==> src/rtl/core/bpm_pkg.sv <==
`timescale 1ns / 1ps
// ----------------------------------------------------------------------------
// Bar peak meter package
// Shared types, register codes and constants of the bar and peak ballistics.
// ----------------------------------------------------------------------------
package bpm_pkg;

    localparam int BANDS_DEF   = 24;
    localparam int BAND_W      = 5;
    localparam int BAND_CMP_W  = 7;    // holds any band count up to 127
    localparam int LEVEL_W     = 16;
    localparam int VIS_W       = 9;
    localparam int HEIGHT_W    = 8;
    localparam int CFG_ADDR_W  = 2;
    localparam int CFG_DATA_W  = 16;
    localparam int QUEUE_DEPTH = 2;
    localparam int QPTR_W      = 1;

    localparam logic [LEVEL_W-1:0] MAX16    = 16'hFFFF;
    localparam logic [LEVEL_W-1:0] SNAP_Q88 = 16'd13;     // 0.05 in Q8.8
    localparam logic [VIS_W-1:0]   VIS_ONE  = 9'd256;

    // Register indexes of the configuration port
    localparam logic [CFG_ADDR_W-1:0] CFG_ATTACK = 2'd0;
    localparam logic [CFG_ADDR_W-1:0] CFG_DECAY  = 2'd1;
    localparam logic [CFG_ADDR_W-1:0] CFG_HOLD   = 2'd2;
    localparam logic [CFG_ADDR_W-1:0] CFG_ACCEL  = 2'd3;

    localparam logic [CFG_DATA_W-1:0] RST_ATTACK = 16'd19661;
    localparam logic [CFG_DATA_W-1:0] RST_DECAY  = 16'd55705;
    localparam logic [CFG_DATA_W-1:0] RST_HOLD   = 16'd25;
    localparam logic [CFG_DATA_W-1:0] RST_ACCEL  = 16'd26;

    typedef struct packed {
        logic [CFG_DATA_W-1:0] attack_coeff;
        logic [CFG_DATA_W-1:0] decay_coeff;
        logic [CFG_DATA_W-1:0] hold_ticks;
        logic [CFG_DATA_W-1:0] peak_accel;
    } t_cfg;

    // One classified update as it travels from front to back
    typedef struct packed {
        logic [BAND_W-1:0]  band;
        logic               out_of_range;
        logic               fresh;
        logic [LEVEL_W-1:0] level;
        logic [VIS_W-1:0]   vis;          // already clamped to one
    } t_item;

endpackage

==> src/rtl/core/bpm_queue.sv <==
`timescale 1ns / 1ps
// ----------------------------------------------------------------------------
// Bar peak meter queue
// Short FIFO of classified updates between the front and back ends.
// ----------------------------------------------------------------------------
module bpm_queue (
    input  logic           i_clk,
    input  logic           i_rst_n,
    input  logic           i_push,
    input  bpm_pkg::t_item i_item,
    output logic           o_full,
    input  logic           i_pop,
    output bpm_pkg::t_item o_item,
    output logic           o_empty
);

    bpm_pkg::t_item                r_slot [bpm_pkg::QUEUE_DEPTH];
    logic [bpm_pkg::QPTR_W-1:0]    r_wr_ptr;
    logic [bpm_pkg::QPTR_W-1:0]    r_rd_ptr;
    logic [bpm_pkg::QPTR_W:0]      r_count;
    logic                          w_wr;
    logic                          w_rd;

    assign o_full  = r_count == (bpm_pkg::QPTR_W + 1)'(bpm_pkg::QUEUE_DEPTH);
    assign o_empty = r_count == '0;
    assign o_item  = r_slot[r_rd_ptr];
    assign w_wr    = i_push && !o_full;
    assign w_rd    = i_pop && !o_empty;

    always_ff @(posedge i_clk) begin
        if (!i_rst_n) begin
            r_wr_ptr <= '0;
            r_rd_ptr <= '0;
            r_count  <= '0;
        end else begin
            if (w_wr) begin
                r_wr_ptr <= r_wr_ptr + 1'b1;
            end
            if (w_rd) begin
                r_rd_ptr <= r_rd_ptr + 1'b1;
            end
            if (w_wr && !w_rd) begin
                r_count <= r_count + 1'b1;
            end else if (w_rd && !w_wr) begin
                r_count <= r_count - 1'b1;
            end
        end
    end

    always_ff @(posedge i_clk) begin
        if (w_wr) begin
            r_slot[r_wr_ptr] <= i_item;
        end
    end

endmodule

==> config.mk <==
export PLATFORM = sky130hd
export DESIGN_NAME = bpm_queue
export DESIGN_NICKNAME = d
export VERILOG_FILES = /design/src/rtl/core/bpm_pkg.sv /design/src/rtl/core/bpm_queue.sv
export SDC_FILE = /design/constraint.sdc
export NUM_CORES = 1
export LEC_CHECK = 0
export BUFFER_PORTS_ARGS = -buffer_cell sky130_fd_sc_hd__buf_4
export CAP_MARGIN = 20
export CORE_ASPECT_RATIO = 1.5
export CORE_UTILIZATION = 40
export DETAILED_ROUTE_END_ITERATION = 8
export PLACE_DENSITY = 0.68
export SETUP_SLACK_MARGIN = 0.15
export SYNTH_ARGS = -nofsm -noshare
export SYNTH_HDL_FRONTEND = slang
export SYNTH_SLANG_ARGS = --single-unit
==> constraint.sdc <==
create_clock -name i_clk -period 2.7 [get_ports i_clk]
set_clock_uncertainty 0.05 [all_clocks]
set_input_delay 0.54 -clock i_clk [delete_from_list [all_inputs] [get_ports i_clk]]
set_output_delay 0.54 -clock i_clk [all_outputs]
set_load 0.005 [all_outputs]
**Word level (Yosys, flattened, before mapping)**

Memory sizes are Yosys's and may differ from the RTL's. A register that Yosys moved wholly into a read port is not among the register bits.
Cells that the tools add are included.

- Output and inout port bits: 34
- Bits in writable memories: 64
- Memories kept: 1
- Input port bits: 36
- Register bits: 4

Memory list:

| name | words | bits a word | read ports | clocked after memory_dff | write ports | line | RTL |
|---|---|---|---|---|---|---|---|
| r_slot | 2 | 32 | 1 | 1 | 1 | bpm_queue.sv:17 | `bpm_pkg::t_item r_slot [bpm_pkg::QUEUE_DEPTH];` |

- Equality and inequality tests: 1
- Add/sub/neg operators: 4
- Reductions and logical operators: 10
- Multiplexer cells: 6

Operators by type and width:

| kind | number |
|---|---|
| $logic_and A1 B1 Y1 | 4 |
| $logic_not A1 Y1 | 4 |
| $mux W1 | 4 |
| $mux W2 | 2 |
| $add A1 B1 Y1 const B | 2 |
| $add A2 B1 Y2 const B | 1 |
| $eq A2 B2 Y1 const B | 1 |
| $logic_not A2 Y1 | 1 |
| $reduce_bool A2 Y1 | 1 |
| $sub A2 B1 Y2 const B | 1 |

**Logic depth before layout (Yosys ltp)**

- Word-level depth: 7
- Mapped depth: 7
- Gate-level depth less buffers: 7

**Worst setup path before layout**

Ideal clock, no wire load.

- Path type: in2reg
- From: in i_push
- To: mem r_slot[0][0] in the netlist's numbering, enable pin
- Stages: 2
- Arrival: 1915 ps
- Setup time: 417 ps
- Data required time: 2233 ps
- Path buffers: 0
- Path slack: 318 ps
- Path through: inv_1 -> nor3_2

- Longest elaborated chain between the ends: 3

Ends and longest elaborated chain:

| what | line | RTL |
|---|---|---|
| from (decl) | bpm_queue.sv:9 | `input logic i_push,` |
| $logic_and A1 B1 Y1 | bpm_queue.sv:27 | `assign w_wr = i_push && !o_full;` |
| $mux W1 | bpm_queue.sv:51 | `if (w_wr) begin` |
| $mux W1 (implied by the code) | bpm_queue.sv:52 | `r_slot[r_wr_ptr] <= i_item;` |
| to (decl) | bpm_queue.sv:17 |  |

No other way between the ends.

==> results.cfg <==
[worst_setup_path]
crit_fanout = 19
reg2reg_from = r_count[0]
cp.required_ps = 2110
path_class = reg2out
worstPathArrival_ps = 1460
r2r_cells = 6
startpoint_type = register
cp-end-kind = output pin

[drt]
vias_per_cell = 4.82
drt_iter0_markers = 40
drc = 0
ant_nets = 0
wire_per_inst_microns = 14.8
drtPass1Iterations = 4
wirelength_mm = 4.23
vias = 1374

[placed_design]
dp.final_hpwl_mm = 2.73
finalWeightedCongestion = 0.667
io_buffers = 69
placed_cell_area_sq_mm = 0.00317
numPlacedInstances = 269

[clocking]
worstSkewPairLatency_ps = 330
cts_buffer_depth = 2
numCtsBuffers = 9
ctsResizeCount = 0
cts_tree = done
clockRootBuffer = clkbuf_8
cts_sinks = 69
hold_buffers = 0
htree_num_levels = 3
clkTransAtPathRegs_ps = 70
post_cts_buffers = 0

[final_layout]
stdcell_area_sq_mm = 0.00335
syn_to_final_growth_pct = 32.2
stdcell_count = 285
post-route-util_pct = 54.7
fillers = 523
n_antenna_cell = 0
drive_gt1_share_pct = 54.5
nets = 243

[pwr]
power_frac_clock_pct = 25.8
finalPower_w = 0.00296
p_int_w = 0.00222
p_comb_share_pct = 27.2
power_leakage_nw = 1.27
power.switching_w = 0.000740
swShare_pct = 25.0
p_seq_share_pct = 47.1
ir_worst_vdd_mv = 0.695
power.density_mw_per_mm2 = 884

[yosys]
seq_area_frac_synth_pct = 79.7
synth_top_cell_by_area = edfxtp_1
synth.most_common_cell = edfxtp_1
synthesis.instances = 125
ys_types = 21
avgSynthCellArea_sq_um = 20.3
ys_top_cells_by_count = edfxtp_1 (64), mux2_2 (27), dfxtp_1 (5), mux2_1 (5), buf_2 (4)
synth_warnings = 0
mappedNetlistArea_sq_mm = 0.00254
synth.top_cell.area_share_pct = 75.8
synth_ff_type = edfxtp_1
synth-seq-cells = 69
syn-num-nets = 162
synth-async-reset-ratio_pct = 0
synthTopCellsByArea = edfxtp_1 (76%), mux2_2 (12%), dfxtp_1 (3.9%)
synth_edf_count = 64

[run_status]
status = finished clean

[worst_hold_path]
min_from = i_item[31]
min_path_type = in2reg
hold_path_depth = 1

[global_route]
grt_start_max_net_pins = 34
met3_usage_pct = 5.96
grt_usage_pct = 14.1
grt_pass1_wl_mm = 6.51
grt_pass1_vias = 1363
grt_most_used_layer = met2
grtUsageMet1_pct = 16.1
antenna_found_initial = 0
grt_overflow_total = 0
grt_util_met2_pct = 21.9

[floorplan]
initial_utilization_pct = 41.4
rows = 35
core-area_sq_mm = 0.00613
die_area_sq_mm = 0.00667
die_y_microns = 99.5
fp.dieW_microns = 67.0
pin_count = 70

[job]
max_cap_violations = 0

[timing]
slew_viol_final = 0
fmax_mhz = 487
max_slew_margin_pct = 70.2
setup_viol = 0
layout_worst_path_cycle_share_pct = 76.0
finalCriticalPeriod_ps = 2050
worst_slew_pin_slew_ps = 447
hold_viol = 0
grt_setup_unrepaired = false
timing.setup.tns_ps = 0
power by group through the flow:
stage          logic [W]  clock network (W)  registers, W
3_5_place_dp    0.000820                  0       0.00142
5_1_grt         0.000872           0.000842       0.00141
4_1_cts         0.000824           0.000787       0.00140
3_3_place_gp    0.000813                  0       0.00141
6_report        0.000805           0.000764       0.00140
2_1_floorplan   0.000426                  0       0.00141
cell type report:
type                            count  area, sq um  area share, %
Sequential cell                    69         2020           60.3
Clock inverter                      6         53.8           1.61
Multi-Input combinational cell     50          493           14.7
Clock buffer                       10          128           3.81
Timing Repair Buffer               74          556           16.6
Inverter                            2         7.51          0.224
Tap cell                           74         92.6           2.76
path summary, 6_finish.rpt:
check	to	slack, ps
setup / recovery	o_item[26]	650
hold / removal	r_slot[1][31]	330
setup reg to reg	r_count[1]	1030
hold reg to reg	r_count[1]	490
metrics by stage:
step / hold slack (ps) / setup slack (ps)
finish: 333 / 648
CTS: 318 / 607
detailed placement: 472 / 934
floorplan: 433 / 318
global route: 308 / 558
global placement: 460 / 972
worst max-delay path, stage by stage (launching register included):
cell     delay [ps]
dfxtp_1         330
buf_4           270
mux2_2          390
buf_4           140
logic make-up after synthesis:
kind of cell	after synthesis	share of synthesized area [%]
DFF	69	79.7
muxes	32	14.2
and+or+nand+nor	9	2.17
buffers and inverters	6	1.09
AOI/OAI and AO/OA	5	1.28
xor gates and xnor gates	3	1.04
adders and majority gates	1	0.493
sequential cells by signal, indices dropped and copies added, names as in the netlist, named ones only:
signal    count
r_wr_ptr      1
r_count       2
r_slot       64
r_rd_ptr      1
layer usage:
metal  vias up  wire length (microns)
met1       680                   1590
met4         0                     73
met2        41                   2300
met3         8                    258
met5         -                      0
li1        645                      -
layout by cell type, fill, tap and decap left out, types with 2 or more instances in the layout:
cell type	count
clkinv_1	3
edfxtp_1	64
mux2_1	5
xnor2_1	2
clkbuf_8	9
buf_4	74
dfxtp_1	5
mux2_2	27
nor2_1	2
and2_1	3
No activity file was read; power rests on OpenSTA's default activity.
