`src/rtl/core/bpm_pkg.sv`:
```
`timescale 1ns / 1ps
// ----------------------------------------------------------------------------
// Bar peak meter package
// Shared types, register codes and constants of the bar and peak ballistics.
// ----------------------------------------------------------------------------
package bpm_pkg;

    localparam int BANDS_DEF   = 24;
    localparam int BAND_W      = 5;
    localparam int BAND_CMP_W  = 7;    // holds any band count up to 127
    localparam int LEVEL_W     = 16;
    localparam int VIS_W       = 9;
    localparam int HEIGHT_W    = 8;
    localparam int CFG_ADDR_W  = 2;
    localparam int CFG_DATA_W  = 16;
    localparam int QUEUE_DEPTH = 2;
    localparam int QPTR_W      = 1;

    localparam logic [LEVEL_W-1:0] MAX16    = 16'hFFFF;
    localparam logic [LEVEL_W-1:0] SNAP_Q88 = 16'd13;     // 0.05 in Q8.8
    localparam logic [VIS_W-1:0]   VIS_ONE  = 9'd256;

    // Register indexes of the configuration port
    localparam logic [CFG_ADDR_W-1:0] CFG_ATTACK = 2'd0;
    localparam logic [CFG_ADDR_W-1:0] CFG_DECAY  = 2'd1;
    localparam logic [CFG_ADDR_W-1:0] CFG_HOLD   = 2'd2;
    localparam logic [CFG_ADDR_W-1:0] CFG_ACCEL  = 2'd3;

    localparam logic [CFG_DATA_W-1:0] RST_ATTACK = 16'd19661;
    localparam logic [CFG_DATA_W-1:0] RST_DECAY  = 16'd55705;
    localparam logic [CFG_DATA_W-1:0] RST_HOLD   = 16'd25;
    localparam logic [CFG_DATA_W-1:0] RST_ACCEL  = 16'd26;

    typedef struct packed {
        logic [CFG_DATA_W-1:0] attack_coeff;
        logic [CFG_DATA_W-1:0] decay_coeff;
        logic [CFG_DATA_W-1:0] hold_ticks;
        logic [CFG_DATA_W-1:0] peak_accel;
    } t_cfg;

    // One classified update as it travels from front to back
    typedef struct packed {
        logic [BAND_W-1:0]  band;
        logic               out_of_range;
        logic               fresh;
        logic [LEVEL_W-1:0] level;
        logic [VIS_W-1:0]   vis;          // already clamped to one
    } t_item;

endpackage

```
`src/rtl/core/bpm_front.sv`:
```
`timescale 1ns / 1ps
// ----------------------------------------------------------------------------
// Bar peak meter front end
// Accepts band updates, flags out-of-range bands and clamps visibility.
// ----------------------------------------------------------------------------
module bpm_front #(
    parameter int BANDS = bpm_pkg::BANDS_DEF
) (
    input  logic                            i_clk,
    input  logic                            i_rst_n,
    input  logic                            i_valid,
    output logic                            o_ready,
    input  logic [bpm_pkg::BAND_W-1:0]      i_in_band,
    input  logic                            i_has_new_level,
    input  logic [bpm_pkg::LEVEL_W-1:0]     i_new_level,
    input  logic [bpm_pkg::VIS_W-1:0]       i_visibility,
    output logic                            o_push,
    output bpm_pkg::t_item                  o_item,
    input  logic                            i_full
);

    logic           r_vld;
    bpm_pkg::t_item r_item;
    bpm_pkg::t_item n_item;
    logic           w_take;

    assign o_ready = !r_vld || !i_full;
    assign w_take  = i_valid && o_ready;
    assign o_push  = r_vld;
    assign o_item  = r_item;

    always_comb begin
        n_item.band         = i_in_band;
        n_item.out_of_range = bpm_pkg::BAND_CMP_W'(i_in_band)
                              >= bpm_pkg::BAND_CMP_W'(BANDS);
        n_item.fresh        = i_has_new_level;
        n_item.level        = i_new_level;
        n_item.vis          = (i_visibility > bpm_pkg::VIS_ONE) ? bpm_pkg::VIS_ONE
                                                                : i_visibility;
    end

    always_ff @(posedge i_clk) begin
        if (!i_rst_n) begin
            r_vld <= 1'b0;
        end else if (w_take) begin
            r_vld <= 1'b1;
        end else if (r_vld && !i_full) begin
            r_vld <= 1'b0;
        end
    end

    always_ff @(posedge i_clk) begin
        if (w_take) begin
            r_item <= n_item;
        end
    end

endmodule

```
`config.mk`:
```
export PLATFORM = sky130hd
export DESIGN_NAME = bpm_front
export DESIGN_NICKNAME = d
export VERILOG_FILES = /design/src/rtl/core/bpm_pkg.sv /design/src/rtl/core/bpm_front.sv
export SDC_FILE = /design/constraint.sdc
export NUM_CORES = 1
export LEC_CHECK = 0
export BUFFER_PORTS_ARGS = -buffer_cell sky130_fd_sc_hd__buf_2
export CAP_MARGIN = 20
export CORE_MARGIN = 8
export CORE_UTILIZATION = 43
export CTS_CLUSTER_DIAMETER = 150
export CTS_CLUSTER_SIZE = 8
export DETAILED_ROUTE_END_ITERATION = 16
export GPL_TIMING_DRIVEN = 0
export PLACE_DENSITY_LB_ADDON = 0.08
export SLEW_MARGIN = 30
export SYNTH_ARGS = -nofsm -noshare
export SYNTH_HDL_FRONTEND = slang
export SYNTH_SLANG_ARGS = --single-unit
```
`constraint.sdc`:
```
create_clock -name i_clk -period 3.4 [get_ports i_clk]
set_input_delay 0.34 -clock i_clk [delete_from_list [all_inputs] [get_ports i_clk]]
set_output_delay 0.34 -clock i_clk [all_outputs]
set_load 0.02 [all_outputs]
```
# Word-level counts from Yosys, hierarchy flattened
# Index checks and enable logic that the tools add are counted.
totals:
  reg_bits: 33
  latchBits: 0
  mem_bits_rw: 0
  romBits: 0
  inputBits: 35
  wordCells: 16
  mem_count: 0
op_classes:
  add_sub_neg: 0
  n_mul: 0
  div_mod_pow: 0
  n_lt_le_gt_ge: 2
  n_eq_ne: 0
  shifts: 0
  n_mux: 2
  bitwise_logic: 0
  n_reduce_logical: 6
ops:
  columns: ["op", "n"]
  rows:
  - ["$gt A9 B9 Y1 const B", 1]
  - ["$ge A5 B5 Y1 const B", 1]
  - ["$logic_and A1 B1 Y1", 2]
  - ["$logic_not A1 Y1", 2]
  - ["$mux W1", 2]
  - ["$reduce_bool A2 Y1", 1]
  - ["$logic_or A1 B1 Y1", 1]

# Longest topological paths before layout
logic_depth:
  ltp_word: 4
  depth_mapped: 2

# Worst setup path before layout
# Ideal clock, no wire load.
synth_timing:
  kind: "flip-flop to flip-flop"
  startpoint: "reg r_vld, in the netlist o_push"
  endpoint: "reg r_item, in the netlist o_item[0] (enable)"
  setup_ps: 392
  arrival_ps: 1414
  t_required_ps: 3008
  setup_slack_ps: 1594
  stages_incl_launch_ff: 3
  n_path_buf: 0
  cell_sequence: "dfxtp_1 nand2_1 and2_1"
synth_via:
  elab_chain_len: 3
synth_rtl:
  columns: ["element", "line_no", "rtl"]
  rows:
  - ["start, declared", "bpm_front.sv:22", "logic r_vld;"]
  - ["start signal, assigned", "bpm_front.sv:44", "r_vld <= 1'b0;"]
  - ["start signal, assigned", "bpm_front.sv:46", "r_vld <= 1'b1;"]
  - ["start signal, assigned", "bpm_front.sv:48", "r_vld <= 1'b0;"]
  - ["$logic_not A1 Y1", "bpm_front.sv:27", "assign o_ready = !r_vld || !i_full;"]
  - ["$logic_or A1 B1 Y1", "bpm_front.sv:27", null]
  - ["via o_ready", "bpm_front.sv:12", "output logic o_ready,"]
  - ["$logic_and A1 B1 Y1", "bpm_front.sv:28", "assign w_take = i_valid && o_ready;"]
  - ["via w_take", "bpm_front.sv:25", "logic w_take;"]
  - ["end signal, assigned", "bpm_front.sv:54", "r_item <= n_item;"]
  - ["end, declared", "bpm_front.sv:23", "bpm_pkg::t_item r_item;"]
# The timed path passes the listed nets, and every way through them passes these cells.
# A chain may end at the register's enable or synchronous reset.

# Worst setup path in the final report
layout_timing:
  startpoint: "reg r_vld, in the netlist o_push"
  endpoint: "reg r_item, in the netlist o_item[9] (enable)"
layout_via:
  elab_chain_len: 3
layout_rtl:
  columns: ["element", "line_no"]
  rows:
  - ["$logic_not A1 Y1", "bpm_front.sv:27"]
  - ["$logic_or A1 B1 Y1", "bpm_front.sv:27"]
  - ["$logic_and A1 B1 Y1", "bpm_front.sv:28"]
  - ["via w_take", "bpm_front.sv:25"]
# The timed path passes the listed nets, and every way through them passes these cells.

==> impl_metrics.env <==
export IMPL_vdd_drop_max_uv=359
export IMPL_wl_met1_microns=760
export IMPL_dp_cells=145
export IMPL_drtAntennaViolNets=0
export IMPL_diodes=0
export IMPL_die_w_microns=65.7
export IMPL_postRouteWirelength_mm=2.19
export IMPL_syn_avg_cell_area_sq_um=22.6
export IMPL_clockBufferDepth=2
export IMPL_start_util=0.441
export IMPL_top_layer_used="met4"
export IMPL_grt_total_usage=0.107
export IMPL_vias=652
export IMPL_yosysSeqAreaShare=0.923
export IMPL_syn_area_sq_um=1060
export IMPL_post_cts_buffers=0
export IMPL_rrSetupSlack_ns=1.99
export IMPL_gr_total_overflow=0
export IMPL_holdBufCountCts=0
export IMPL_finalWeightedCongestion=0.669
export IMPL_drt_initial_drc_count=5
export IMPL_cts_tree="done"
export IMPL_drv_cap=0
export IMPL_grt_pass1_vias=726
export IMPL_htreeDepth=2
export IMPL_route_detailed_drc=0
export IMPL_setup_viol=0
export IMPL_mostFrequentLayoutCells="68 x buf_2, 32 x edfxtp_1, 9 x nor2b_1"
export IMPL_wl_met2_mm=1.09
export IMPL_numPortBuffers=68
export IMPL_firstDrtPassIters=2
export IMPL_dpl_hpwl_mm=1.77
export IMPL_layout_commonest_cell="buf_2"
export IMPL_cts_repair_resized=0
export IMPL_grt_pass1_wl_mm=3.44
export IMPL_antenna_found_initial=0
export IMPL_core_sq_um=2410
export IMPL_viasPerCell=4.26
export IMPL_clk_latency_ns=0.32
export IMPL_rows=18
export IMPL_finalSetupTns_ns=0
export IMPL_skew_ns=0.00751
export IMPL_worstPathRequired_ns=3.36
export IMPL_routed_wl_met3_microns=296
export IMPL_fin_nets=157
export IMPL_p_leak_nw=0.650
export IMPL_fin_crit_sh=0.414
export IMPL_tightest_slew_ns=0.727
export IMPL_cts_buffers=5
export IMPL_layout_drive_gt1_share=0.626
export IMPL_cts_root_buf="clkbuf_4"
export IMPL_worst_setup_path_type="flip-flop to flip-flop"
export IMPL_yosysWarnings=0
export IMPL_instances_no_fill=153
export IMPL_status="complete, no violations"
export IMPL_hold_violations=0
export IMPL_synth_seq_cells=33
export IMPL_worstSetupStartpointType="flip-flop"
export IMPL_hold_path_class="input pin to flip-flop"
export IMPL_post_drt_wl_per_cell_microns=14.3
export IMPL_grt_max_degree=33
export IMPL_crit_arrival_ns=1.37
export IMPL_ioPinCount=69
export IMPL_slew_violations=0
export IMPL_powerDensity_nw_per_um2=516
export IMPL_rsz0062_at_grt="no"
export IMPL_min_period_ns=1.41
export IMPL_worst_setup_path_end_kind="flip-flop"
export IMPL_syn_inst=47
export IMPL_clk_pin_slew_ns=0.10
export IMPL_die_h_microns=65.7
export IMPL_fmax_ghz=0.710
export IMPL_yosys_cell_types_count=7
export IMPL_area_delta_synth_final_pct=40.9
export IMPL_crit_path_max_fanout=32
export IMPL_slew_headroom=0.515
export IMPL_clock_sinks=33
export IMPL_die_area_sq_um=4320
export IMPL_synth_fp_nets=82
where the power goes:
part	internal (W)	switching, W
logic	0.0000331	0.0000565
clock network	0.0000779	0.000125
registers	0.000475	0.00000540
synthesized netlist by cell type:
cell	count	share of area
edfxtp_1	32	0.90
nand2_1	1	0.0035
a21oi_1	1	0.0047
dfxtp_1	1	0.019
and2_1	2	0.012
nor2b_1	9	0.053
clkbuf_1	1	0.0035
layer usage:
metal | track usage | vias to the layer above
li1 | - | 324
met1 | 0.0973 | 279
met2 | 0.180 | 44
met3 | 0.0663 | 5
met4 | 0.0545 | 0
met5 | 0 | -
metrics by stage:
stage | utilization | hold slack [ns] | total power [W] | cell area, sq um | setup WS (ns)
after floorplan | - | 0.439 | 0.000535 | 1060 | 1.59
after global placement | 0.598 | 0.512 | 0.000579 | 1440 | 1.44
after detailed placement | 0.598 | 0.519 | 0.000581 | 1440 | 1.87
after CTS | 0.621 | 0.165 | 0.000784 | 1500 | 1.98
after global routing | 0.621 | 0.153 | 0.000808 | 1500 | 1.88
final | 0.621 | 0.185 | 0.000772 | 1500 | 1.99
worst max-delay path, stage by stage (launching register included):
cell,delay [ns]
dfxtp_1,0.34
nand2_1,0.07
and2_2,0.63
logic make-up (layout without fill, tap and decap cells):
family	after synthesis	count (layout)	synth area share
flops	33	33	0.923
compound gates	1	1	0.00471
simple gates	12	12	0.0683
buf+inv	1	77	0.00353
flip-flops by register name, summed over array words and instances (netlist names):
register,cells
o_item,32
o_push,1
path summary, 6_finish.rpt:
kind,start,end,cells past startpoint
hold reg to reg,o_push$_SDFFE_PN0P_,o_push$_SDFFE_PN0P_,2
hold / removal,i_new_level[8],o_item[17]$_DFFE_PP_,1
setup / recovery,o_push$_SDFFE_PN0P_,o_item[9]$_DFFE_PP_,2
setup reg to reg,o_push$_SDFFE_PN0P_,o_item[9]$_DFFE_PP_,2
cell type report:
class,instances,area [sq um]
multi-input cells,13,78.8
repair buffers,68,340
fillers,203,913
plain buffers,1,3.75
flip-flops and latches,33,981
well taps,30,37.5
clock inverters,3,17.5
clock buffers,5,37.5
Note: power is estimated with default switching activity, not from simulation.
