`config.mk`:
```
export PLATFORM = sky130hd
export DESIGN_NAME = bpm_back
export DESIGN_NICKNAME = d
export VERILOG_FILES = /design/src/rtl/core/bpm_pkg.sv /design/src/rtl/core/bpm_back.sv
export SDC_FILE = /design/constraint.sdc
export NUM_CORES = 2
export LEC_CHECK = 0
export BUFFER_PORTS_ARGS = -buffer_cell sky130_fd_sc_hd__buf_4
export CORE_AREA = 2 2 469 471
export CTS_BUF_LIST = sky130_fd_sc_hd__clkbuf_8
export DETAILED_ROUTE_END_ITERATION = 8
export DIE_AREA = 0 0 471 473
export PLACE_DENSITY = 0.68
export SLEW_MARGIN = 0
export SYNTH_ARGS = -nofsm -noshare
export SYNTH_HDL_FRONTEND = slang
export SYNTH_SLANG_ARGS = --single-unit
```
`constraint.sdc`:
```
create_clock -name i_clk -period 15.7 [get_ports i_clk]
set_input_delay 4.71 -clock i_clk [delete_from_list [all_inputs] [get_ports i_clk]]
set_output_delay 4.71 -clock i_clk [all_outputs]
set_load 0.1 [all_outputs]
```
`src/rtl/core/bpm_pkg.sv`:
```
`timescale 1ns / 1ps
// ----------------------------------------------------------------------------
// Bar peak meter package
// Shared types, register codes and constants of the bar and peak ballistics.
// ----------------------------------------------------------------------------
package bpm_pkg;

    localparam int BANDS_DEF   = 24;
    localparam int BAND_W      = 5;
    localparam int BAND_CMP_W  = 7;    // holds any band count up to 127
    localparam int LEVEL_W     = 16;
    localparam int VIS_W       = 9;
    localparam int HEIGHT_W    = 8;
    localparam int CFG_ADDR_W  = 2;
    localparam int CFG_DATA_W  = 16;
    localparam int QUEUE_DEPTH = 2;
    localparam int QPTR_W      = 1;

    localparam logic [LEVEL_W-1:0] MAX16    = 16'hFFFF;
    localparam logic [LEVEL_W-1:0] SNAP_Q88 = 16'd13;     // 0.05 in Q8.8
    localparam logic [VIS_W-1:0]   VIS_ONE  = 9'd256;

    // Register indexes of the configuration port
    localparam logic [CFG_ADDR_W-1:0] CFG_ATTACK = 2'd0;
    localparam logic [CFG_ADDR_W-1:0] CFG_DECAY  = 2'd1;
    localparam logic [CFG_ADDR_W-1:0] CFG_HOLD   = 2'd2;
    localparam logic [CFG_ADDR_W-1:0] CFG_ACCEL  = 2'd3;

    localparam logic [CFG_DATA_W-1:0] RST_ATTACK = 16'd19661;
    localparam logic [CFG_DATA_W-1:0] RST_DECAY  = 16'd55705;
    localparam logic [CFG_DATA_W-1:0] RST_HOLD   = 16'd25;
    localparam logic [CFG_DATA_W-1:0] RST_ACCEL  = 16'd26;

    typedef struct packed {
        logic [CFG_DATA_W-1:0] attack_coeff;
        logic [CFG_DATA_W-1:0] decay_coeff;
        logic [CFG_DATA_W-1:0] hold_ticks;
        logic [CFG_DATA_W-1:0] peak_accel;
    } t_cfg;

    // One classified update as it travels from front to back
    typedef struct packed {
        logic [BAND_W-1:0]  band;
        logic               out_of_range;
        logic               fresh;
        logic [LEVEL_W-1:0] level;
        logic [VIS_W-1:0]   vis;          // already clamped to one
    } t_item;

endpackage

```
`src/rtl/core/bpm_back.sv`:
```
`timescale 1ns / 1ps
// ----------------------------------------------------------------------------
// Bar peak meter back end
// Per-band read-modify-write of bar and peak state, and display heights.
// ----------------------------------------------------------------------------
module bpm_back #(
    parameter int BANDS = bpm_pkg::BANDS_DEF
) (
    input  logic                          i_clk,
    input  logic                          i_rst_n,
    input  bpm_pkg::t_cfg                 i_cfg,
    input  logic                          i_empty,
    input  bpm_pkg::t_item                i_item,
    output logic                          o_pop,
    output logic                          o_valid,
    input  logic                          i_ready,
    output logic [bpm_pkg::BAND_W-1:0]    o_out_band,
    output logic [bpm_pkg::HEIGHT_W-1:0]  o_bar_height,
    output logic [bpm_pkg::HEIGHT_W-1:0]  o_peak_height
);

    localparam int IDX_W = (BANDS > 1) ? $clog2(BANDS) : 1;

    typedef struct packed {
        logic [bpm_pkg::LEVEL_W-1:0] bar;
        logic [bpm_pkg::LEVEL_W-1:0] peak;
        logic [bpm_pkg::LEVEL_W-1:0] speed;
        logic [bpm_pkg::LEVEL_W-1:0] held;
        logic                        falling;
    } t_band_state;

    typedef enum logic [5:0] {
        ST_IDLE = 6'b000001,
        ST_TGT  = 6'b000010,
        ST_MIX1 = 6'b000100,
        ST_MIX2 = 6'b001000,
        ST_PEAK = 6'b010000,
        ST_OUT  = 6'b100000
    } t_state;

    function automatic logic [bpm_pkg::HEIGHT_W-1:0] scale_height(
        input logic [bpm_pkg::LEVEL_W-1:0] lvl,
        input logic [bpm_pkg::VIS_W-1:0]   vis
    );
        logic [24:0] p;
        p = lvl * vis + 25'd32768;
        scale_height = p[24] ? 8'hFF : p[23:16];
    endfunction

    t_band_state                  r_mem [BANDS];
    t_band_state                  r_rd;
    logic                         r_rd_vld;
    logic [BANDS-1:0]             r_bvld;
    t_state                       r_state;
    bpm_pkg::t_item               r_item;
    logic [bpm_pkg::LEVEL_W-1:0]  r_tgt;
    logic [bpm_pkg::LEVEL_W-1:0]  r_coef;
    logic [32:0]                  r_prod;
    logic [bpm_pkg::LEVEL_W-1:0]  r_lvl;
    logic [bpm_pkg::LEVEL_W-1:0]  r_pk;
    logic [bpm_pkg::HEIGHT_W-1:0] r_bh;
    logic                         r_out_vld;
    logic [bpm_pkg::BAND_W-1:0]   r_out_band;
    logic [bpm_pkg::HEIGHT_W-1:0] r_out_bh;
    logic [bpm_pkg::HEIGHT_W-1:0] r_out_ph;

    t_band_state                  w_cur;
    t_band_state                  n_st;
    logic [IDX_W-1:0]             w_rd_idx;
    logic [IDX_W-1:0]             w_wr_idx;
    logic                         w_start;
    logic                         w_wr;
    logic                         w_out_free;
    logic                         w_load;
    logic [31:0]                  w_idle;
    logic [bpm_pkg::LEVEL_W-1:0]  w_c;
    logic [16:0]                  w_onec;
    logic [32:0]                  w_mul1;
    logic [31:0]                  w_mul2;
    logic [33:0]                  w_mix;
    logic [bpm_pkg::LEVEL_W-1:0]  w_mix_sat;
    logic [bpm_pkg::HEIGHT_W-1:0] w_ph;

    assign w_cur      = r_rd_vld ? r_rd : '0;
    assign w_rd_idx   = IDX_W'(i_item.band);
    assign w_wr_idx   = IDX_W'(r_item.band);
    assign w_start    = (r_state == ST_IDLE) && !i_empty;
    assign w_wr       = r_state == ST_PEAK;
    assign w_out_free = !r_out_vld || i_ready;
    assign w_load     = (r_state == ST_OUT) && w_out_free;
    assign o_pop      = w_start;

    assign o_valid       = r_out_vld;
    assign o_out_band    = r_out_band;
    assign o_bar_height  = r_out_bh;
    assign o_peak_height = r_out_ph;

    // Idle target: decay the bar toward zero
    assign w_idle = w_cur.bar * i_cfg.decay_coeff;

    // Blend target and old bar; old-bar weight picks attack or decay
    assign w_c    = (r_tgt > w_cur.bar) ? i_cfg.attack_coeff : i_cfg.decay_coeff;
    assign w_onec = 17'h10000 - {1'b0, w_c};
    assign w_mul1 = r_tgt * w_onec;
    assign w_mul2 = w_cur.bar * r_coef;
    assign w_mix  = {1'b0, r_prod} + {2'b00, w_mul2} + 34'd32768;
    assign w_mix_sat = (w_mix[33:32] != 2'b00) ? bpm_pkg::MAX16 : w_mix[31:16];

    // Peak capture, hold and fall
    always_comb begin
        logic [16:0] v_sp;
        n_st     = w_cur;
        n_st.bar = r_lvl;
        v_sp     = '0;
        if (r_lvl >= w_cur.peak) begin
            n_st.peak    = r_lvl;
            n_st.held    = '0;
            n_st.falling = 1'b0;
            n_st.speed   = '0;
        end else begin
            if (!w_cur.falling) begin
                if (w_cur.held != bpm_pkg::MAX16) begin
                    n_st.held = w_cur.held + 16'd1;
                end
                if (n_st.held >= i_cfg.hold_ticks) begin
                    n_st.falling = 1'b1;
                    n_st.speed   = '0;
                end
            end
            v_sp = {1'b0, n_st.speed} + {1'b0, i_cfg.peak_accel};
            if (n_st.falling) begin
                n_st.speed = v_sp[16] ? bpm_pkg::MAX16 : v_sp[15:0];
                if (n_st.speed >= w_cur.peak || (w_cur.peak - n_st.speed) <= r_lvl) begin
                    n_st.peak    = r_lvl;
                    n_st.falling = 1'b0;
                    n_st.speed   = '0;
                end else begin
                    n_st.peak = w_cur.peak - n_st.speed;
                end
            end
        end
    end

    // Drop a stray peak of one step over an empty bar
    always_comb begin
        w_ph = scale_height(r_pk, r_item.vis);
        if (r_bh == '0 && w_ph <= 8'd1) begin
            w_ph = '0;
        end
    end

    always_ff @(posedge i_clk) begin
        if (!i_rst_n) begin
            r_state   <= ST_IDLE;
            r_bvld    <= '0;
            r_rd_vld  <= 1'b0;
            r_out_vld <= 1'b0;
        end else begin
            if (w_load) begin
                r_out_vld <= 1'b1;
            end else if (i_ready) begin
                r_out_vld <= 1'b0;
            end
            if (w_start) begin
                r_rd_vld <= r_bvld[w_rd_idx];
            end
            if (w_wr) begin
                r_bvld[w_wr_idx] <= 1'b1;
            end
            case (r_state)
                ST_IDLE: begin
                    if (w_start) begin
                        r_state <= i_item.out_of_range ? ST_OUT : ST_TGT;
                    end
                end
                ST_TGT:  r_state <= ST_MIX1;
                ST_MIX1: r_state <= ST_MIX2;
                ST_MIX2: r_state <= ST_PEAK;
                ST_PEAK: r_state <= ST_OUT;
                ST_OUT: begin
                    if (w_out_free) begin
                        r_state <= ST_IDLE;
                    end
                end
                default: r_state <= ST_IDLE;
            endcase
        end
    end

    always_ff @(posedge i_clk) begin
        if (w_wr) begin
            r_mem[w_wr_idx] <= n_st;
        end
        if (w_start) begin
            r_rd <= r_mem[w_rd_idx];
        end
    end

    always_ff @(posedge i_clk) begin
        if (w_start) begin
            r_item <= i_item;
        end
        if (r_state == ST_TGT) begin
            r_tgt <= r_item.fresh ? r_item.level : w_idle[31:16] + {15'd0, w_idle[15]};
        end
        if (r_state == ST_MIX1) begin
            r_coef <= w_c;
            r_prod <= w_mul1;
        end
        if (r_state == ST_MIX2) begin
            r_lvl <= (w_mix_sat < bpm_pkg::SNAP_Q88) ? '0 : w_mix_sat;
        end
        if (r_state == ST_PEAK) begin
            r_pk <= n_st.peak;
            r_bh <= scale_height(r_lvl, r_item.vis);
        end
        if (w_load) begin
            r_out_band <= r_item.band;
            r_out_bh   <= r_item.out_of_range ? '0 : r_bh;
            r_out_ph   <= r_item.out_of_range ? '0 : w_ph;
        end
    end

endmodule

```
Word-level counts from Yosys, hierarchy flattened
Memory sizes are Yosys's and may differ from the RTL's. A register that Yosys moved wholly into a read port is not among the register bits.
Index checks and enable logic that the tools add are counted.
{"block": "op_classes", "addsub": 9, "n_mul": 5, "n_lt_le_gt_ge": 10, "eq_ne": 9, "n_mux": 31, "bitwise": 1, "reduce_logical": 13}
{"op": "$mux 16", "n": 10}
{"op": "$mux 33", "n": 2}
{"op": "$mux 65", "n": 1}
{"op": "$mul 16x16->32", "n": 2}
{"op": "$add 25x16->25 const B", "n": 2}
{"op": "$mul 16x9->25", "n": 2}
{"op": "$mux 49", "n": 1}
{"op": "$ge 16x16->1", "n": 3}
{"op": "$pmux 6 s6", "n": 1}
{"op": "$add 33x32->34", "n": 1}
{"op": "$add 34x16->34 const B", "n": 1}
{"op": "$mul 16x17->33", "n": 1}
{"op": "$mux 32", "n": 1}
{"op": "$or 24x24->24", "n": 1}
{"op": "$mux 6", "n": 3}
{"op": "$add 16x16->17", "n": 1}
{"op": "$sub 17x16->17 const A", "n": 1}
{"op": "$add 16x1->16", "n": 1}
{"op": "$add 16x1->16 const B", "n": 1}
{"op": "$gt 16x16->1", "n": 1}
{"op": "$le 16x16->1", "n": 1}
{"op": "$lt 16x4->1 const B", "n": 1}
{"op": "$ne 16x16->1 const B", "n": 1}
{"op": "$sub 16x16->16", "n": 1}
{"op": "other kinds (21)", "n": 37}
{"block": "totals", "reg_bits": 190, "ramBits": 1560, "input_bits": 100, "out_inout_bits": 23, "mem_count": 1}
{"memory": "r_mem", "depth": 24, "word_bits": 65, "rd": 1, "rd_clocked_by_memory_dff": 1, "write_ports": 1, "line": "bpm_back.sv:50", "rtl": "t_band_state r_mem [BANDS];"}

Longest topological paths before layout
{"block": "depth", "ltp_word": 17, "depth_mapped": 63, "ltp_nobuf": 57}

Least setup slack after synthesis
OpenSTA, ideal clock, no wires.
{"block": "synth_path", "path_type": "input to output", "startpoint": "input i_empty", "endpoint": "output o_pop", "arrival_ns": 10.394, "required_time_ns": 10.990, "path_slack_ns": 0.596, "cell_stages": 1, "path_cell_list": "nor2b_1"}
{"block": "synth_via", "elab_chain_cells": 2}
{"element": "start: declaration", "line": "bpm_back.sv:12", "rtl": "input logic i_empty,"}
{"element": "$logic_not 1->1", "line": "bpm_back.sv:87", "rtl": "assign w_start = (r_state == ST_IDLE) && !i_empty;"}
{"element": "$logic_and 1x1->1", "line": "bpm_back.sv:87"}
{"element": "end: declaration", "line": "bpm_back.sv:14", "rtl": "output logic o_pop,"}
Every way passes these cells.

==> reports/qor.json <==
{
  "worst_r2r_endpoint": {"value": "r_prod[32]"},
  "first_global_vias": {"value": 68388},
  "synth_seq_cells": {"value": 1815},
  "grt_pass1_wl": {"value": 427100, "unit": "um"},
  "clockRootBuffer": {"value": "sky130_fd_sc_hd__clkbuf_8"},
  "report.final.slew_viol_count": {"value": 0},
  "worst_slack": {"value": 1.480, "unit": "ns"},
  "worst_skew_pair.late_latency": {"value": 1.05, "unit": "ns"},
  "fp.dieArea": {"value": 222800, "unit": "um^2"},
  "worst_path_most_repeated_cell": {"value": "sky130_fd_sc_hd__a21o_1"},
  "grt_overflow_total": {"value": 0},
  "grt_start_max_net_pins": {"value": 204},
  "pre_cts_ws": {"value": 0.5460, "unit": "ns"},
  "critical_path.slowest_cell": {"value": "sky130_fd_sc_hd__o32ai_2"},
  "first_pass_iters": {"value": 7},
  "finalSetupViolCount": {"value": 0},
  "holdPathStages": {"value": 1},
  "worst-r2r-setup-slack": {"value": 2.88, "unit": "ns"},
  "power.leakage": {"value": 46.48, "unit": "nW"},
  "power_density": {"value": 130.8, "unit": "nW/um^2"},
  "worst_ep_required_time": {"value": 16.29, "unit": "ns"},
  "min-delay-path-class": {"value": "reg2reg"},
  "placeableCoreArea": {"value": 218200, "unit": "um^2"},
  "dp_hpwl": {"value": 174400, "unit": "um"},
  "fraction_of_layout_cells_with_a_size_suffix_above_1": {"value": 0.1556},
  "post_synth_instance_area": {"value": 108400, "unit": "um^2"},
  "ctsHoldBuffers": {"value": 0},
  "route.antenna.remaining_nets": {"value": 0},
  "numCtsBuffers": {"value": 302},
  "slew_headroom": {"value": 0.1127},
  "numPortBuffers": {"value": 122},
  "fin_hold_ws": {"value": 0.4636, "unit": "ns"},
  "die_h": {"value": 473, "unit": "um"},
  "worstSetupEndpointType": {"value": "flop"},
  "maxClockFrequency": {"value": 70.32, "unit": "MHz"},
  "finish.utilization": {"value": 0.5427},
  "synthMostInstantiatedCell": {"value": "sky130_fd_sc_hd__edfxtp_1"},
  "peakVddDrop": {"value": 0.4000, "unit": "mV"},
  "number_of_gates_resized_after_cts": {"value": 0},
  "setup.worst_path.start_class": {"value": "primary input"},
  "period_share": {"value": 0.9058},
  "routedWlPerCell": {"value": 25.75, "unit": "um"},
  "cpPeakStageDelay": {"value": 1.09, "unit": "ns"},
  "remaining_drc_errors": {"value": 0},
  "h-tree-depth": {"value": 5},
  "finalNetCount": {"value": 9367},
  "synth-async-reset-ratio": {"value": 0},
  "cts.path.max_buffers": {"value": 4},
  "initial_core_util": {"value": 0.4967},
  "post_drt_via_cell_ratio": {"value": 5.997},
  "seq_area_frac_synth": {"value": 0.4999},
  "wl": {"value": 282400, "unit": "um"},
  "vias": {"value": 65753},
  "grt_setup_unrepaired": {"value": "no"},
  "worstPathMaxFanout": {"value": 24},
  "min_delay_worst_endpoint": {"value": "r_bvld[16]"},
  "skew": {"value": 0.09369, "unit": "ns"},
  "synthTopCellsByArea": {"value": "sky130_fd_sc_hd__edfxtp_1 49%, sky130_fd_sc_hd__fa_1 15%, sky130_fd_sc_hd__mux4_2 9.6%"},
  "critical_path_arrival": {"value": 14.82, "unit": "ns"},
  "synth_warnings": {"value": 0},
  "gp_congestion": {"value": 0.8946},
  "design_power": {"value": 15.49, "unit": "mW"},
  "antenna_found_initial": {"value": 7},
  "worst_slew_pin_slew": {"value": 1.331, "unit": "ns"},
  "cts_sinks": {"value": 1815},
  "post-route-min-period": {"value": 14.22, "unit": "ns"},
  "synth_top_cell_by_area": {"value": "sky130_fd_sc_hd__edfxtp_1"},
  "floorplan.io_pins": {"value": 123},
  "fillers": {"value": 17597},
  "min_from": {"value": "r_bvld[16]"},
  "area.growth.synth_to_final": {"value": 9.267, "unit": "%"},
  "die_width": {"value": 471, "unit": "um"},
  "number_of_cells_produced_by_synthesis": {"value": 7714},
  "cts_setup_buffers": {"value": 0},
  "syn_area_per_cell": {"value": 14.05, "unit": "um^2"},
  "synth_top_flop_cell": {"value": "sky130_fd_sc_hd__edfxtp_1"},
  "worst_setup_hold_path_clk_slew": {"value": 0.06, "unit": "ns"},
  "drv_cap": {"value": 0},
  "synth_edf_count": {"value": 1783},
  "tritoncts": {"value": "done"},
  "finalHoldViolCount": {"value": 0},
  "critical_path.reg2reg.startpoint": {"value": "r_rd[50]"},
  "crit_type": {"value": "in2reg"},
  "fin_tns_setup": {"value": 0, "unit": "ns"},
  "number_of_cells_on_the_worst_reg_to_reg_path": {"value": 38},
  "status": {"value": "finished clean"},
  "synth_top_area_frac": {"value": 0.4940},
  "first_iter_violations": {"value": 6778},
  "grt_util_all_layers": {"value": 0.2559},
  "post_synth_num_cell_types": {"value": 99},
  "synth_commonest_cells": {"value": "1783 x sky130_fd_sc_hd__edfxtp_1, 1044 x sky130_fd_sc_hd__inv_1, 825 x sky130_fd_sc_hd__fa_1"},
  "cell_row_count": {"value": 172},
  "synth_fp_nets": {"value": 9178}
}
## logic make-up (layout without fill, tap and decap cells)
| logic type | Yosys count | after routing | share of synthesized area |
|---|---|---|---|
| mux | 583 | 583 | 0.1075 |
| fa+ha+maj | 1364 | 1364 | 0.2146 |
| flops | 1815 | 1815 | 0.4999 |
| buf+inv | 1455 | 1831 | 0.05078 |
| simple gates | 1645 | 1645 | 0.07254 |
| other cells | 0 | 4 | 0 |
| compound gates | 723 | 723 | 0.04425 |
| xor+xnor | 129 | 129 | 0.01042 |
## power breakdown
part           internal [mW]  leakage [nW]  switching [mW]
sequential              5.58          16.5          0.0489
clock                   1.93          2.98            1.84
combinational           2.45          27.0            3.64
total                   9.96          46.5            5.53
## critical path: cells and delay by family
| family | cells | cell delay [ns] |
|---|---|---|
| AO/OA/AOI/OAI | 26 | 6.42 |
| adder cells (fa/ha/maj) | 5 | 1.59 |
| AND/OR/NAND/NOR | 9 | 1.45 |
| buffers and inverters | 3 | 0.60 |
## metrics by stage
stage | instances | instance area, um^2
floorplan | 7714 | 108400
global placement | 10466 | 113100
detailed placement | 10466 | 113100
CTS | 10957 | 118300
global route | 10964 | 118400
finish | 10965 | 118400
## cell type report
cell class,instances,area (um^2),area share
clock buffer,314,4322,0.03649
tap,2871,3592,0.03033
multi-input combinational,4444,49180,0.4153
inverter,1048,3939,0.03326
sequential,1815,54190,0.4575
clock inverter,177,890.9,0.007522
antenna,4,10.01,0.00008452
timing repair buffer,292,2306,0.01947
## placed cells by master (no fill, tap or decap), drive strengths merged, types with 15 or more instances in the layout
cell / count
nor3: 39
o21ai: 169
o32ai: 15
nand4: 31
ha: 539
nand2: 758
a211oi: 19
a21oi: 195
mux2i: 95
nand2b: 20
nand3: 49
nor2: 237
o31ai: 26
edfxtp: 1783
a21boi: 16
a22oi: 16
and2: 191
o21a: 67
xnor2: 79
dfxtp: 32
a21o: 77
buf: 290
inv: 1133
fa: 825
mux4: 462
mux2: 26
clkbuf: 316
a21bo: 15
clkinv: 82
xor2: 50
nor2b: 28
and3: 206
nor4: 21
o21bai: 19
## layer usage
layer,GRT usage,part of all wire
met2,0.4181,0.48
met5,0,0.000028
met4,0.09152,0.038
met1,0.3510,0.40
met3,0.03870,0.085
## registers in the layout, summed over array words and instances (netlist names)
signal,count
r_bvld,24
r_item,27
r_mem,1560
o_bar_height,8
o_valid,1
r_pk,16
r_prod,33
r_bh,8
o_out_band,5
r_coef,16
r_rd_vld,1
w_wr_idx,5
r_tgt,16
o_peak_height,8
r_state,6
r_lvl,16
r_rd,65
## worst max-delay path by stage
| stage | start | to | slack (ns) | cells past startpoint |
|---|---|---|---|---|
| 2_1_floorplan | i_empty | o_pop | 0.60 | 1 |
| 3_3_place_gp | i_cfg[16] | r_mem[2][18] | 0.77 | 43 |
| 3_5_place_dp | i_cfg[16] | r_mem[6][23] | 0.55 | 43 |
| 4_1_cts | i_cfg[16] | r_mem[2][25] | 1.57 | 43 |
| 5_1_grt | i_cfg[16] | r_mem[9][22] | 0.60 | 44 |
| 6_report | i_cfg[16] | r_mem[11][30] | 1.48 | 43 |
No activity file was read; power rests on OpenSTA's default activity.
